$ cat src/rtl/fvn_pkg.sv
// ----------------------------------------------------------------------------
// fvn_pkg
// shared constants, types and the cosine weight function of the noise block
// ----------------------------------------------------------------------------
package fvn_pkg;

  localparam int OCTAVES_DEF   = 6;
  localparam int FRAC_BITS_DEF = 8;

  localparam int SEED_W  = 32;
  localparam int LEVEL_W = 4;
  localparam int WORLD_W = 16;
  localparam int POS_W   = 24;
  localparam int OUT_W   = 19;
  localparam int CFG_W   = 32;
  localparam int IDX_W   = 2;

  // coordinate widths: 14 doublings at most, then up to 7 octave shifts
  localparam int XW = POS_W + 14;
  localparam int CW = XW + 7;

  localparam int LEVEL_SHIFT = 14;
  localparam int SH_W        = 5;
  localparam int W_W         = 17;
  localparam int V_W         = 18;
  localparam int LAT_W       = 32;

  localparam logic signed [OUT_W-1:0] OUT_MIN = -19'sd262144;
  localparam logic signed [OUT_W-1:0] OUT_MAX = 19'sd262143;

  typedef enum logic [IDX_W-1:0] {
    REG_SEED   = 2'd0,
    REG_LEVELS = 2'd1,
    REG_WORLD  = 2'd2
  } reg_idx_e;

  typedef struct packed {
    logic [SH_W-1:0] sh;
    logic            last;
    logic            zero;
    logic [W_W-1:0]  wx;
    logic [W_W-1:0]  wy;
  } meta_t;

  localparam longint Q30_ONE = 64'sd1073741824;
  localparam longint PI_Q30  = 64'sd3373259426;

  function automatic longint half_weight(longint idx, int fb);
    longint u;
    longint u2;
    longint p;
    longint c;
    longint f;
    u  = (PI_Q30 * idx) >>> fb;
    u2 = (u * u) >>> 30;
    p  = Q30_ONE - u2 / 132;
    p  = Q30_ONE - ((u2 * p) >>> 30) / 90;
    p  = Q30_ONE - ((u2 * p) >>> 30) / 56;
    p  = Q30_ONE - ((u2 * p) >>> 30) / 30;
    p  = Q30_ONE - ((u2 * p) >>> 30) / 12;
    c  = Q30_ONE - ((u2 * p) >>> 30) / 2;
    f  = (Q30_ONE - c) / 2;
    return (f + 64'sd8192) >>> 14;
  endfunction

  function automatic longint cos_weight(longint idx, int fb);
    longint full;
    full = 64'sd1 <<< fb;
    if (2 * idx > full) begin
      return 64'sd65536 - half_weight(full - idx, fb);
    end
    return half_weight(idx, fb);
  endfunction

endpackage

$ cat src/rtl/fvn_hash.sv
// ----------------------------------------------------------------------------
// fvn_hash
// four-stage pipelined 32-bit lattice hash, value 2^30 - m in Q.30
// ----------------------------------------------------------------------------
module fvn_hash (
  input  logic                               clk_i,
  input  logic                               en_i,
  input  logic [fvn_pkg::LAT_W-1:0]          n_i,
  output logic signed [fvn_pkg::LAT_W-1:0]   lat_o
);
  import fvn_pkg::*;

  logic [LAT_W-1:0]        n1_q, n2_q, n3_q;
  logic [LAT_W-1:0]        sq_q, t_q;
  logic [LAT_W-1:0]        m_d;
  logic signed [LAT_W-1:0] lat_q;

  assign m_d = (n3_q * t_q + 32'd1376312589) & 32'h7fffffff;

  always_ff @(posedge clk_i) begin
    if (en_i) begin
      n1_q  <= n_i ^ (n_i << 13);
      n2_q  <= n1_q;
      sq_q  <= n1_q * n1_q;
      n3_q  <= n2_q;
      t_q   <= sq_q * 32'd15731 + 32'd789221;
      lat_q <= $signed(32'h40000000 - m_d);
    end
  end

  assign lat_o = lat_q;

endmodule

$ cat config.mk
export PLATFORM = sky130hd
export DESIGN_NAME = fvn_hash
export DESIGN_NICKNAME = d
export VERILOG_FILES = /design/src/rtl/fvn_pkg.sv /design/src/rtl/fvn_hash.sv
export SDC_FILE = /design/constraint.sdc
export NUM_CORES = 2
export LEC_CHECK = 0
export ABC_AREA = 1
export BUFFER_PORTS_ARGS = -buffer_cell sky130_fd_sc_hd__clkbuf_2
export CAP_MARGIN = 20
export CORE_UTILIZATION = 35
export CTS_CLUSTER_DIAMETER = 60
export CTS_CLUSTER_SIZE = 12
export DETAILED_ROUTE_END_ITERATION = 16
export PLACE_DENSITY = 0.57
export SYNTH_ARGS = -nofsm -noshare
export SYNTH_HDL_FRONTEND = slang
export SYNTH_SLANG_ARGS = --single-unit
$ cat constraint.sdc
create_clock -name clk_i -period 6.4 [get_ports clk_i]
set_input_delay 0.32 -clock clk_i [delete_from_list [all_inputs] [get_ports clk_i]]
set_output_delay 0.32 -clock clk_i [all_outputs]
set_load 0.01 [all_outputs]
==> results.sh <==
export IMPL_grt_overflow=0
export IMPL_slew_viol_final=0
export IMPL_ys_seq_area_share_pct=12.9
export IMPL_h_tree_depth=4
export IMPL_drv_cap=0
export IMPL_wl_per_cell_um=15.8
export IMPL_cts_sinks=184
export IMPL_r2r_setup_slack_ns=-0.59
export IMPL_finalHoldViolCount=0
export IMPL_die_area_um2=123000
export IMPL_grt_pass1_vias=34600
export IMPL_cts_tree="built"
export IMPL_fmax_mhz=143
export IMPL_n_fill_cell=11900
export IMPL_critPathCaptureType="flop"
export IMPL_synth_avg_cell_area_um2=8.65
export IMPL_num_rows=127
export IMPL_clkTransAtPathRegs_ns=0.08
export IMPL_ys_seq_elements=184
export IMPL_post_dp_hpwl_um=96700
export IMPL_reg2reg_from="t_q[7]"
export IMPL_area_growth_syn_to_layout_pct=22.4
export IMPL_ant_nets=0
export IMPL_crit_path_top_delay_cell="fa_1"
export IMPL_crit_required_ns=6.66
export IMPL_worst_slack_ns=-0.590
export IMPL_violations="setup timing"
export IMPL_initial_core_util_pct=35.4
export IMPL_antenna_found_initial=1
export IMPL_cts_buffers=17
export IMPL_cp_start_kind="flop"
export IMPL_hold_path_class="primary input to flop"
export IMPL_min_path_cells=1
export IMPL_rr_endpoint="lat_o[29]"
export IMPL_final_setup_skew_ns=0.0220
export IMPL_routed_wl_um=112000
export IMPL_drt_iter0_markers=1488
export IMPL_setup_violations=30
export IMPL_die_h_um=351
export IMPL_hold_start="n_i[10]"
export IMPL_grt_pass1_wl_um=185000
export IMPL_regArea_um2=5530
export IMPL_die_w_um=351
export IMPL_synth_cell_types=45
export IMPL_multiInputGateArea_um2=32200
export IMPL_tightestPinTransition_ns=0.991
export IMPL_min_period_ns=6.99
export IMPL_dr_pass1_iters=5
export IMPL_slowest_delay_ns=0.57
export IMPL_critPathKind="flop to flop"
export IMPL_syn_inst=4934
export IMPL_path_common_cell="fa_1"
export IMPL_grt_max_degree=70
export IMPL_status="finished with violations"
export IMPL_drc=0
export IMPL_min_period_over_period_pct=109
export IMPL_tns_ns=-10.47
export IMPL_whs_endpoint="n1_q[10]"
export IMPL_worstPathMaxFanout=8
export IMPL_core_area_um2=120000
export IMPL_rsz0062_at_grt="true"
export IMPL_ys_warn_count=0
export IMPL_io_buffers=64
export IMPL_cp_top_family="adder cells"
export IMPL_reg2reg_depth=31
export IMPL_cts_buffer_depth=2
export IMPL_worstPathArrival_ns=7.25
export IMPL_vias=31600
export IMPL_vias_per_cell=4.45
export IMPL_track_usage_pct=19.3
export IMPL_cts_root_buffer="clkbuf_16"
export IMPL_slew_headroom_pct=33.9
export IMPL_clkLatencyLatePin_ns=0.51
export IMPL_layout_drive_gt1_share_pct=19.8
export IMPL_nNetsFinal=6771
export IMPL_n_antenna_cell=0
export IMPL_netlist_area_um2=42700
export IMPL_timing_critical_path_buf_inv=9
export IMPL_gp_congestion=0.893
export IMPL_io_pins=66
[cells in the mapped netlist (all sizes together)]
cell type | number | area [um^2]
buf | 31 | 136
o211ai | 1 | 7.51
a21o | 6 | 45.0
nand3b | 14 | 105
ha | 393 | 4920
a31oi | 3 | 18.8
xnor2 | 74 | 648
or2 | 7 | 43.8
xor2 | 114 | 1020
a21boi | 4 | 30.0
o31ai | 1 | 7.51
o21a | 3 | 22.5
a211oi | 2 | 15.0
and3 | 2 | 12.5
a21oi | 86 | 442
edfxtp | 184 | 5530
conb | 2 | 7.51
nor2 | 89 | 399
a221oi | 2 | 17.5
inv | 1636 | 6140
clkbuf | 105 | 394
nand3 | 107 | 583
o21bai | 11 | 82.6
o21ai | 43 | 215
nor3 | 17 | 90.1
nand4 | 28 | 190
nor4 | 7 | 65.1
nor4b | 1 | 8.76
nand2 | 1095 | 4150
fa | 866 | 17300
[worst max-delay path by stage]
stage / startpoint / to / slack, ns / depth (start not counted)
global placement: n3_q[19] / lat_o[29] / -0.88 / 28
global route: t_q[7] / lat_o[29] / -0.86 / 34
detailed placement: n3_q[11] / lat_o[29] / -0.80 / 28
floorplan: t_q[7] / lat_o[29] / -0.20 / 28
finish: t_q[7] / lat_o[29] / -0.59 / 31
CTS: t_q[17] / lat_o[29] / -0.56 / 31
[cell usage in the layout (no fill, tap or decap), types with 63 or more instances in the layout]
master       n
buf_4      473
clkbuf_2    63
edfxtp_1   184
fa_1       813
ha_1       352
inv_1     1570
inv_2       63
nand2_1   1000
nand2_2     64
nand3_1     84
xnor2_1     72
xor2_1     106
[worst reg2reg max path: cells and delay by family (launching register included)]
family / cells / cell delay (ns)
xor gates and xnor gates: 1 / 0.22
adders and majority gates: 9 / 4.29
and+or+nand+nor: 12 / 1.17
buffers and inverters: 9 / 0.66
DFF: 1 / 0.41
[area by class of cell]
| class | instances | area share, % |
|---|---|---|
| inverter | 1636 | 11.8 |
| tap | 1612 | 3.86 |
| clock buffer | 17 | 0.814 |
| clock inverter | 15 | 0.350 |
| timing repair buffer | 659 | 10.9 |
| multi-input combinational | 2980 | 61.7 |
| sequential | 184 | 10.6 |
[flip-flops by register name, indices dropped and copies added, names as in the netlist]
register  count
lat_o        32
n1_q         31
n2_q         31
n3_q         31
sq_q         29
t_q          30
[routing by layer]
| layer | track usage (%) | up-vias | routed length (um) |
|---|---|---|---|
| met2 | 34.0 | 591 | 55800 |
| met4 | 4.80 | 2 | 2870 |
| li1 | - | 15200 | - |
| met1 | 25.2 | 15700 | 49200 |
| met5 | 0 | - | 13 |
| met3 | 1.96 | 141 | 4070 |
[through the flow]
step / util (%) / cell area, um^2 / setup WS (ns) / hold WS (ns) / std cells
finish: 43.4 / 52200 / -0.590 / 0.0420 / 7103
global placement: 40.8 / 49200 / -0.882 / 0.400 / 6972
floorplan: - / 43400 / -0.201 / 0.400 / 4936
CTS: 42.7 / 51400 / -0.557 / 0.00174 / 7078
global route: 43.4 / 52200 / -0.858 / 0.0136 / 7103
detailed placement: 40.8 / 49200 / -0.799 / 0.405 / 6972
[cell families (layout without fill, tap and decap cells)]
family	count (synthesis)	count (layout)	share of synthesized area, %
buffers and inverters	1772	2327	15.6
and+or+nand+nor	1367	1367	13.2
adders and majority gates	1259	1259	52.1
xor gates and xnor gates	188	188	3.92
DFF	184	184	12.9
AOI/OAI and AO/OA	162	162	2.12
other	2	4	0.0176
[repair_timing]
item / 4_1_cts / 5_1_grt
setup endpoints to repair: 34 / 39
gates cloned: 1 / 3
hold endpoints to repair: 12 / 0
pin swaps: 104 / 99
gates resized for setup: 259 / 184
hold buffers: 12 / 0
setup buffers: 61 / 24
Power is left out: the tool's default activity adds up to more than one toggle a clock period on the data nets, which glitch-free logic cannot reach.
